$ cat src/sv/ptb_pkg.sv
// ----------------------------------------------------------------------------
// ptb_pkg
// Shared types, opcodes and constants of the periodic timer bank.
// ----------------------------------------------------------------------------
`default_nettype none

package ptb_pkg;

  localparam int NUM_SLOTS_DEF = 16;
  localparam int TIME_BITS_DEF = 48;

  localparam int OPCODE_W = 2;
  localparam int SLOT_FW  = 4;
  localparam int PERIOD_W = 32;
  localparam int NOW_W    = 48;
  localparam int WAIT_W   = 31;

  localparam logic [PERIOD_W-1:0] PERIOD_RESET = 32'd100;
  localparam logic [WAIT_W-1:0]   WAIT_MAX     = 31'h7FFF_FFFF;

  typedef enum logic [OPCODE_W-1:0] {
    OP_SET   = 2'd0,
    OP_START = 2'd1,
    OP_STOP  = 2'd2,
    OP_RUN   = 2'd3
  } op_t;

  typedef struct packed {
    logic op_wr;
    logic scan_start;
    logic advance;
    logic load_fire;
    logic load_sum;
  } ptb_cmd_t;

  typedef struct packed {
    logic due;
    logic idx_last;
    logic out_free;
  } ptb_stat_t;

endpackage

`default_nettype wire

$ cat src/sv/ptb_if.sv
// ----------------------------------------------------------------------------
// ptb_in_if / ptb_out_if
// Valid/ready channels carrying command words in and result words out.
// ----------------------------------------------------------------------------
`default_nettype none

interface ptb_in_if;
  import ptb_pkg::*;

  logic                valid;
  logic                ready;
  logic [OPCODE_W-1:0] opcode;
  logic [SLOT_FW-1:0]  slot;
  logic [PERIOD_W-1:0] period;
  logic [NOW_W-1:0]    now;

  modport source (output valid, output opcode, output slot, output period,
                  output now, input ready);
  modport sink   (input valid, input opcode, input slot, input period,
                  input now, output ready);
endinterface

interface ptb_out_if;
  import ptb_pkg::*;

  logic               valid;
  logic               ready;
  logic               fired;
  logic [SLOT_FW-1:0] fired_slot;
  logic [WAIT_W-1:0]  wait_time;
  logic               last;

  modport source (output valid, output fired, output fired_slot,
                  output wait_time, output last, input ready);
  modport sink   (input valid, input fired, input fired_slot,
                  input wait_time, input last, output ready);
endinterface

`default_nettype wire

$ cat src/sv/periodic_timer_bank_unit.sv
// ----------------------------------------------------------------------------
// periodic_timer_bank_unit
// Bank of periodic timers with set, start, stop and run-scan commands.
// ----------------------------------------------------------------------------
// Set-interval, start and stop words produce no result. A run word scans
// the slots in index order, one slot per cycle from the single read port
// of the slot storage, except that a due slot waits while the result
// register is not free. Each due slot sends a fired word; the scan ends
// with a summary word (last high) holding the wait until the earliest
// pending deadline. No clearing pass is needed after reset; a new word is
// taken once the previous scan has issued its summary into the output
// register.
`default_nettype none

module periodic_timer_bank_unit #(
  parameter int NUM_SLOTS = ptb_pkg::NUM_SLOTS_DEF,
  parameter int TIME_BITS = ptb_pkg::TIME_BITS_DEF
) (
  input wire logic clk,
  input wire logic rst_n,
  ptb_in_if.sink   in_chan,
  ptb_out_if.source out_chan
);
  import ptb_pkg::*;

  ptb_cmd_t  cmd;
  ptb_stat_t stat;

  ptb_ctrl u_ctrl (
    .clk       (clk),
    .rst_n     (rst_n),
    .in_valid  (in_chan.valid),
    .in_opcode (in_chan.opcode),
    .in_ready  (in_chan.ready),
    .stat      (stat),
    .cmd       (cmd)
  );

  ptb_dp #(
    .NUM_SLOTS (NUM_SLOTS),
    .TIME_BITS (TIME_BITS)
  ) u_dp (
    .clk            (clk),
    .rst_n          (rst_n),
    .in_opcode      (in_chan.opcode),
    .in_slot        (in_chan.slot),
    .in_period      (in_chan.period),
    .in_now         (in_chan.now),
    .cmd            (cmd),
    .stat           (stat),
    .out_ready      (out_chan.ready),
    .out_valid      (out_chan.valid),
    .out_fired      (out_chan.fired),
    .out_fired_slot (out_chan.fired_slot),
    .out_wait_time  (out_chan.wait_time),
    .out_last       (out_chan.last)
  );

endmodule

`default_nettype wire

$ cat src/sv/ptb_ctrl.sv
// ----------------------------------------------------------------------------
// ptb_ctrl
// Sequencer: takes command words, steps the slot scan, paces result words.
// ----------------------------------------------------------------------------
`default_nettype none

module ptb_ctrl (
  input  wire logic                        clk,
  input  wire logic                        rst_n,
  input  wire logic                        in_valid,
  input  wire logic [ptb_pkg::OPCODE_W-1:0] in_opcode,
  output logic                             in_ready,
  input  ptb_pkg::ptb_stat_t               stat,
  output ptb_pkg::ptb_cmd_t                cmd
);
  import ptb_pkg::*;

  typedef enum logic [2:0] {
    ST_IDLE = 3'b001,
    ST_EVAL = 3'b010,
    ST_SUM  = 3'b100
  } state_t;

  state_t state_r, state_nxt;

  always_comb begin
    state_nxt = state_r;
    cmd       = '0;
    in_ready  = 1'b0;
    unique case (state_r)
      ST_IDLE: begin
        in_ready = 1'b1;
        if (in_valid) begin
          if (in_opcode == OP_RUN) begin
            cmd.scan_start = 1'b1;
            state_nxt      = ST_EVAL;
          end else begin
            cmd.op_wr = 1'b1;
          end
        end
      end
      ST_EVAL: begin
        if (stat.due) begin
          cmd.load_fire = stat.out_free;
          cmd.advance   = stat.out_free;
        end else begin
          cmd.advance = 1'b1;
        end
        if (cmd.advance && stat.idx_last) begin
          state_nxt = ST_SUM;
        end
      end
      ST_SUM: begin
        if (stat.out_free) begin
          cmd.load_sum = 1'b1;
          state_nxt    = ST_IDLE;
        end
      end
      default: begin
        state_nxt = ST_IDLE;
      end
    endcase
  end

  always_ff @(posedge clk) begin
    if (!rst_n) begin
      state_r <= ST_IDLE;
    end else begin
      state_r <= state_nxt;
    end
  end

endmodule

`default_nettype wire

$ cat src/sv/ptb_dp.sv
// ----------------------------------------------------------------------------
// ptb_dp
// Slot storage, deadline update, earliest-deadline tracking, result register.
// ----------------------------------------------------------------------------
`default_nettype none

module ptb_dp #(
  parameter int NUM_SLOTS = ptb_pkg::NUM_SLOTS_DEF,
  parameter int TIME_BITS = ptb_pkg::TIME_BITS_DEF
) (
  input  wire logic                        clk,
  input  wire logic                        rst_n,
  input  wire logic [ptb_pkg::OPCODE_W-1:0] in_opcode,
  input  wire logic [ptb_pkg::SLOT_FW-1:0]  in_slot,
  input  wire logic [ptb_pkg::PERIOD_W-1:0] in_period,
  input  wire logic [ptb_pkg::NOW_W-1:0]    in_now,
  input  ptb_pkg::ptb_cmd_t                cmd,
  output ptb_pkg::ptb_stat_t               stat,
  input  wire logic                        out_ready,
  output logic                             out_valid,
  output logic                             out_fired,
  output logic [ptb_pkg::SLOT_FW-1:0]       out_fired_slot,
  output logic [ptb_pkg::WAIT_W-1:0]        out_wait_time,
  output logic                             out_last
);
  import ptb_pkg::*;

  localparam int SLOT_W = (NUM_SLOTS > 1) ? $clog2(NUM_SLOTS) : 1;
  localparam int SW     = ((TIME_BITS > PERIOD_W) ? TIME_BITS : PERIOD_W) + 1;
  localparam logic [TIME_BITS-1:0] TIME_MASK = {TIME_BITS{1'b1}};
  localparam logic [SW-1:0]        MASK_W    = SW'(TIME_MASK);

  logic [PERIOD_W-1:0]  per_mem_r [NUM_SLOTS];
  logic [TIME_BITS-1:0] dl_mem_r  [NUM_SLOTS];
  logic [NUM_SLOTS-1:0] pv_r, dv_r, run_r;

  logic [PERIOD_W-1:0]  rd_per_r;
  logic [TIME_BITS-1:0] rd_dl_r;
  logic                 rd_pv_r, rd_dv_r, rd_run_r;

  logic [SLOT_W-1:0]    idx_r;
  logic [TIME_BITS-1:0] now_r, earliest_r;

  logic                 out_valid_r, out_fired_r, out_last_r;
  logic [SLOT_FW-1:0]   out_slot_r;
  logic [WAIT_W-1:0]    out_wait_r;

  logic [63:0]          now64;
  logic [TIME_BITS-1:0] now_t;
  logic [SLOT_W-1:0]    wr_addr, rd_addr;
  logic                 slot_ok, rd_en;
  logic [PERIOD_W-1:0]  per_eff;
  logic [TIME_BITS-1:0] dl_eff, dl_new, diff;
  logic [SW-1:0]        sum_w;
  logic                 active, due;
  logic [63:0]          diff64;
  logic [WAIT_W-1:0]    wait_v;
  logic                 out_free;

  assign now64   = 64'(in_now);
  assign now_t   = now64[TIME_BITS-1:0];
  assign slot_ok = 32'(in_slot) < NUM_SLOTS;
  assign wr_addr = SLOT_W'(in_slot);

  assign stat.idx_last = (idx_r == SLOT_W'(NUM_SLOTS - 1));
  assign rd_en   = cmd.scan_start || (cmd.advance && !stat.idx_last);
  assign rd_addr = cmd.scan_start ? '0 : idx_r + 1'b1;

  assign per_eff = rd_pv_r ? rd_per_r : PERIOD_RESET;
  assign dl_eff  = rd_dv_r ? rd_dl_r : TIME_MASK;
  assign active  = rd_run_r && !per_eff[PERIOD_W-1];
  assign due     = active && (now_r >= dl_eff);
  assign sum_w   = SW'(dl_eff) + SW'(per_eff[PERIOD_W-2:0]);
  assign dl_new  = (sum_w > MASK_W) ? TIME_MASK : sum_w[TIME_BITS-1:0];

  assign diff   = earliest_r - now_r;
  assign diff64 = 64'(diff);
  always_comb begin
    if (earliest_r == TIME_MASK) begin
      wait_v = '0;
    end else if (diff64 > 64'(WAIT_MAX)) begin
      wait_v = WAIT_MAX;
    end else begin
      wait_v = diff64[WAIT_W-1:0];
    end
  end

  assign out_free      = !out_valid_r || out_ready;
  assign stat.due      = due;
  assign stat.out_free = out_free;

  // slot storage
  always_ff @(posedge clk) begin
    if (cmd.op_wr && slot_ok && in_opcode == OP_SET) begin
      per_mem_r[wr_addr] <= in_period;
    end
    if (cmd.op_wr && slot_ok && in_opcode == OP_START) begin
      dl_mem_r[wr_addr] <= now_t;
    end else if (cmd.load_fire) begin
      dl_mem_r[idx_r] <= dl_new;
    end
  end

  always_ff @(posedge clk) begin
    if (rd_en) begin
      rd_per_r <= per_mem_r[rd_addr];
      rd_dl_r  <= dl_mem_r[rd_addr];
      rd_pv_r  <= pv_r[rd_addr];
      rd_dv_r  <= dv_r[rd_addr];
      rd_run_r <= run_r[rd_addr];
    end
  end

  always_ff @(posedge clk) begin
    if (!rst_n) begin
      pv_r  <= '0;
      dv_r  <= '0;
      run_r <= '0;
    end else begin
      if (cmd.op_wr && slot_ok) begin
        unique case (in_opcode)
          OP_SET:   pv_r[wr_addr] <= 1'b1;
          OP_START: begin
            dv_r[wr_addr]  <= 1'b1;
            run_r[wr_addr] <= 1'b1;
          end
          OP_STOP:  run_r[wr_addr] <= 1'b0;
          default:  ;
        endcase
      end
      if (cmd.load_fire) begin
        dv_r[idx_r] <= 1'b1;
      end
    end
  end

  // scan bookkeeping
  always_ff @(posedge clk) begin
    if (!rst_n) begin
      idx_r <= '0;
    end else if (cmd.scan_start) begin
      idx_r <= '0;
    end else if (cmd.advance) begin
      idx_r <= idx_r + 1'b1;
    end
  end

  always_ff @(posedge clk) begin
    if (cmd.scan_start) begin
      now_r      <= now_t;
      earliest_r <= TIME_MASK;
    end else if (cmd.advance && active && !due && dl_eff < earliest_r) begin
      earliest_r <= dl_eff;
    end
  end

  // result register
  always_ff @(posedge clk) begin
    if (!rst_n) begin
      out_valid_r <= 1'b0;
    end else if (cmd.load_fire || cmd.load_sum) begin
      out_valid_r <= 1'b1;
    end else if (out_ready) begin
      out_valid_r <= 1'b0;
    end
  end

  always_ff @(posedge clk) begin
    if (cmd.load_fire) begin
      out_fired_r <= 1'b1;
      out_slot_r  <= SLOT_FW'(idx_r);
      out_wait_r  <= '0;
      out_last_r  <= 1'b0;
    end else if (cmd.load_sum) begin
      out_fired_r <= 1'b0;
      out_slot_r  <= '0;
      out_wait_r  <= wait_v;
      out_last_r  <= 1'b1;
    end
  end

  assign out_valid      = out_valid_r;
  assign out_fired      = out_fired_r;
  assign out_fired_slot = out_slot_r;
  assign out_wait_time  = out_wait_r;
  assign out_last       = out_last_r;

endmodule

`default_nettype wire
$ cat src/flat_wrapper.sv
// flat-port wrapper written by rule: the top's interface ports become plain ports
module periodic_timer_bank_unit_flat import ptb_pkg::*;
#(
  parameter int NUM_SLOTS = ptb_pkg::NUM_SLOTS_DEF,
  parameter int TIME_BITS = ptb_pkg::TIME_BITS_DEF
)
  (clk, rst_n, in_chan_valid, in_chan_opcode, in_chan_slot, in_chan_period, in_chan_now, in_chan_ready, out_chan_valid, out_chan_fired, out_chan_fired_slot, out_chan_wait_time, out_chan_last, out_chan_ready);
  ptb_in_if in_chan_i ();
  ptb_out_if out_chan_i ();
  input wire logic clk;
  input wire logic rst_n;
  input wire logic [$bits(in_chan_i.valid)-1:0] in_chan_valid;
  input wire logic [$bits(in_chan_i.opcode)-1:0] in_chan_opcode;
  input wire logic [$bits(in_chan_i.slot)-1:0] in_chan_slot;
  input wire logic [$bits(in_chan_i.period)-1:0] in_chan_period;
  input wire logic [$bits(in_chan_i.now)-1:0] in_chan_now;
  output wire logic [$bits(in_chan_i.ready)-1:0] in_chan_ready;
  output wire logic [$bits(out_chan_i.valid)-1:0] out_chan_valid;
  output wire logic [$bits(out_chan_i.fired)-1:0] out_chan_fired;
  output wire logic [$bits(out_chan_i.fired_slot)-1:0] out_chan_fired_slot;
  output wire logic [$bits(out_chan_i.wait_time)-1:0] out_chan_wait_time;
  output wire logic [$bits(out_chan_i.last)-1:0] out_chan_last;
  input wire logic [$bits(out_chan_i.ready)-1:0] out_chan_ready;
  assign in_chan_i.valid = in_chan_valid;
  assign in_chan_i.opcode = in_chan_opcode;
  assign in_chan_i.slot = in_chan_slot;
  assign in_chan_i.period = in_chan_period;
  assign in_chan_i.now = in_chan_now;
  assign in_chan_ready = in_chan_i.ready;
  assign out_chan_valid = out_chan_i.valid;
  assign out_chan_fired = out_chan_i.fired;
  assign out_chan_fired_slot = out_chan_i.fired_slot;
  assign out_chan_wait_time = out_chan_i.wait_time;
  assign out_chan_last = out_chan_i.last;
  assign out_chan_i.ready = out_chan_ready;
  periodic_timer_bank_unit #(.NUM_SLOTS(NUM_SLOTS), .TIME_BITS(TIME_BITS)) u_core (.clk(clk), .rst_n(rst_n), .in_chan(in_chan_i), .out_chan(out_chan_i));
endmodule
$ cat config.mk
export PLATFORM = sky130hd
export DESIGN_NAME = periodic_timer_bank_unit_flat
export DESIGN_NICKNAME = d
export VERILOG_FILES = /design/src/sv/ptb_pkg.sv /design/src/sv/ptb_if.sv /design/src/sv/periodic_timer_bank_unit.sv /design/src/sv/ptb_ctrl.sv /design/src/sv/ptb_dp.sv /design/src/flat_wrapper.sv
export SDC_FILE = /design/constraint.sdc
export NUM_CORES = 2
export LEC_CHECK = 0
export ABC_AREA = 1
export ABC_CLOCK_PERIOD_IN_PS = 25000
export BUFFER_PORTS_ARGS = -buffer_cell sky130_fd_sc_hd__buf_4
export CAP_MARGIN = 30
export CORE_MARGIN = 1.5
export CORE_UTILIZATION = 45
export CTS_BUF_LIST = sky130_fd_sc_hd__clkbuf_4 sky130_fd_sc_hd__clkbuf_8
export CTS_CLUSTER_SIZE = 14
export DETAILED_ROUTE_END_ITERATION = 16
export PLACE_DENSITY_LB_ADDON = 0.25
export SYNTH_ARGS = -nofsm -noshare
export SYNTH_HDL_FRONTEND = slang
export SYNTH_SLANG_ARGS = --single-unit
$ cat constraint.sdc
create_clock -name clk -period 25 [get_ports clk]
set_clock_uncertainty 0.2 [all_clocks]
set_input_delay 7.5 -clock clk [delete_from_list [all_inputs] [get_ports clk]]
set_output_delay 7.5 -clock clk [all_outputs]
set_load 0.01 [all_outputs]
==> results by group <==
Pwr
  – Leak Pwr: about 29 nW
  – Overall Power: around 0.0064 W
  – Pwr/cell area: slightly above 80 nW/um2
  – Maximum vdd drop: 0.0545 mV

Clock network
  – Latest clock arrival within the worst-skew pair: roughly 1.0 ns
  – # Post-CTS Setup Buffers: 0
  – CTS clk-pin slew, worst paths: roughly 0.06 ns
  – Root Buffer: clkbuf_8
  – Clk buf depth: 4
  – Clk sinks: about 1600
  – H-tree levels: 5
  – Hold buffers post-CTS: 0
  – Post-cts sizing count: 0
  – TritonCTS buffer count: 275
  – CTS tree: yes

Synth
  – Synth top area cells: edfxtp_1, nand2_1, nor2_1
  – Synth unique cells: 57
  – Post-synthesis sequential area ratio: 0.644
  – Syn avg cell area: about 11 um2
  – Cell Area, Synth: between 70000 and 80000 um2
  – Predominant post-synthesis flop cell: edfxtp_1
  – Ys async rst share: 0
  – Cell count after synthesis: 6497
  – #FFs+latches synth: between 1500 and 2000
  – Area leader, netlist: edfxtp_1
  – Share of the synthesized area in the top cell type: 0.605
  – Yosys warns: 0
  – Mapped Nets: approximately 6800
  – Post-synth EDFFs: 1415

Setup path
  – Kind of critical path: input pin to flop
  – CP Buf/Inv Count: 8
  – Cell Chain, Critical Path: buf_4 -> ha_1 -> nand3_2 -> buf_4 -> inv_2 -> buf_4 -> nor2_4 -> inv_16 -> buf_4 -> buf_4 -> buf_16 -> o221ai_1 -> nand3_1 -> nand2_1 -> o22ai_1
  – CP max stage cell: buf_4
  – Largest delay contributor family on the critical path: buffers and inverters
  – Worst Setup Start Kind: input pin
  – Crit path top cell by count: buf_4
  – CP peak stage delay: ~0.80 ns
  – CP required: 25.60 ns
  – CP Capture Type: flop
  – Crit path DAT: ~12 ns
  – Critical path peak fanout: ~220

Die
  – Effective utilization at floorplan: 0.455
  – Die Ht: roughly 400 um
  – IO Pins: about 130
  – Overall die area: between 150000 and 200000 um2
  – Chip width: between 300 and 400 um
  – Core area: ~150000 um2
  – Row Count: about 140

Global route
  – Pin count of the biggest net entering global routing: roughly 220
  – Vias in the first global route: a little under 50000
  – Global Route Usage Sum: 0.271
  – Total grt overflow: 0
  – Initial antenna violation count: 9
  – First-pass GRT wire length: 320 mm

Timing
  – Final critical-path share of the clock period: 0.458
  – Max Freq: 0.0872 GHz
  – Final setup fails: 0
  – Hold slack final: ~0.25 ns
  – Fin crit period: between 10 and 15 ns
  – Slew headroom: 0.252
  – Hold Vio Cnt, Final: 0
  – Final max-slew violation count: 0
  – Setup TNS: 0 ns
  – RSZ-0062 raised after global routing: no
  – Actual slew at the worst max-slew pin: approximately 1.1 ns

Place
  – DPL Wire Length: between 100 and 150 mm
  – Port bufs: 128
  – Routability cong.: roughly 0.96

Cells and area
  – Sequential Area: 45200 um2
  – Layout cells sized above 1: 0.105
  – Fillers: 13700
  – Area of the multi-input gates: roughly 22000 um2
  – Final Util: 0.506
  – Area Growth Syn to Fin: 11.4%
  – Layout net count: between 6000 and 7000

Drt
  – Number of remaining DRC errors: 0
  – Via/cell ratio: about 5.8
  – Avg WL per Cell: roughly 25 um
  – Initial DRC count: 6199
  – Total number of vias: just over 50000
  – Post-DRT Antenna Nets: 0
  – Final wirelength: between 200 and 250 mm
  – DRT Pass-1 Iters: 6

Flow run
  – Maxcap violations: 0

Hold path
  – Hold/Removal Path Class: flop to flop

Run status
  – Status: completed
[per-layer routing]
layer  track usage  routed length [um]
met2         0.427              101000
met1         0.382               92000
met5             0                  38
met4        0.0983                7050
met3        0.0394               18500
[cell type report]
cell class | instances | share of cell area
flip-flops and latches | 1552 | 0.579
multi-input cells | 4066 | 0.277
clock buffers | 376 | 0.0590
well taps | 2044 | 0.0327
inverters | 531 | 0.0260
repair buffers | 207 | 0.0217
clock inverters | 78 | 0.00498
diodes | 5 | 0.000160
[per-stage QoR]
step                      std cells  setup slack [ns]  area, um2
after floorplan                6497             10.51      70200
after global placement         8395             12.49      73100
after detailed placement       8397             12.35      73100
after CTS                      8851             13.41      78100
after global routing           8859             13.30      78200
final                          8859             13.54      78200
[cell usage after synthesis, types with 5 or more instances]
library cell / instances
edfxtp_1: 1415
nand2_1: 1053
nor2_1: 926
inv_1: 521
nor3_1: 516
nand3_1: 360
o221ai_1: 320
ha_1: 177
a21oi_1: 168
clkbuf_1: 163
dfxtp_1: 137
buf_2: 136
o21ai_0: 117
nand4_1: 100
o22ai_1: 84
o21a_1: 41
xnor2_1: 28
xor2_1: 28
buf_1: 23
o21bai_1: 18
buf_4: 17
nor2_2: 15
nand2_2: 11
nand3_2: 10
o211ai_1: 10
inv_2: 8
nand3b_1: 8
nor4_1: 8
or2_2: 8
buf_6: 7
nor2_4: 7
o21ai_1: 7
a21boi_0: 5
a21o_1: 5
and2_1: 5
[state kept, by name, indices dropped and copies added, names as in the netlist, 3 cells and up, named ones only]
register,count
u_core.u_ctrl.state_r,3
u_core.u_dp.dl_mem_r,768
u_core.u_dp.dv_r,16
u_core.u_dp.earliest_r,48
u_core.u_dp.idx_r,4
u_core.u_dp.now_r,48
u_core.u_dp.out_fired_slot,4
u_core.u_dp.out_wait_time,31
u_core.u_dp.per_mem_r,512
u_core.u_dp.pv_r,16
u_core.u_dp.rd_dl_r,48
u_core.u_dp.rd_per_r,32
[path summary, 6_finish.rpt]
kind / startpoint / endpoint / slack (ns) / cells past startpoint
hold / removal: u_core.u_dp.out_wait_time[25] / u_core.u_dp.out_wait_time[25] / 0.25 / 2
hold reg to reg: u_core.u_dp.out_wait_time[25] / u_core.u_dp.out_wait_time[25] / 0.25 / 2
setup reg to reg: u_core.u_dp.rd_dv_r / u_core.u_dp.dl_mem_r[1][30] / 18.70 / 16
setup / recovery: in_chan_opcode[0] / u_core.u_dp.rd_dl_r[20] / 13.54 / 15
[layout by cell type (no fill, tap or decap), types with 6 or more instances in the layout]
cell,instances
nand4_1,100
nand3_2,11
clkbuf_4,90
xor2_1,28
o22ai_1,84
o21ai_1,7
ha_1,177
nor4_1,8
or2_2,8
o21a_1,41
nor2_1,892
inv_1,520
clkbuf_8,286
nand2_1,1053
o211ai_1,10
buf_4,197
nand3b_1,8
edfxtp_1,1415
nor2_2,14
o221ai_1,320
a21oi_1,167
clkinv_1,54
nor2_4,42
dfxtp_1,137
nor3_1,516
inv_2,6
o21ai_0,116
nand3_1,359
nand2_2,11
clkinv_2,16
o21bai_1,18
xnor2_1,28
[power breakdown]
part / switching (W) / internal (W)
clock network: 0.00101 / 0.00120
registers: 0.0000589 / 0.00290
logic: 0.000847 / 0.000365
[worst reg2reg max path: cells and delay by family, from the launching register on]
family / cells / cell delay [ns]
adder cells (fa/ha/maj): 1 / 0.40
flip-flops: 1 / 0.53
AND/OR/NAND/NOR: 10 / 3.06
buffers and inverters: 4 / 1.47
AO/OA/AOI/OAI: 1 / 0.22
[cell families (layout without fill, tap and decap cells)]
group	after synthesis	in the layout	share of synthesized area
fa+ha+maj	179	179	0.0321
buf+inv	879	1192	0.0514
mux	2	2	0.000285
flops	1552	1552	0.644
xor+xnor	56	56	0.00699
other cells	0	5	0
simple gates	3038	3038	0.186
compound gates	791	791	0.0785
No activity file was read; power rests on OpenSTA's default activity.
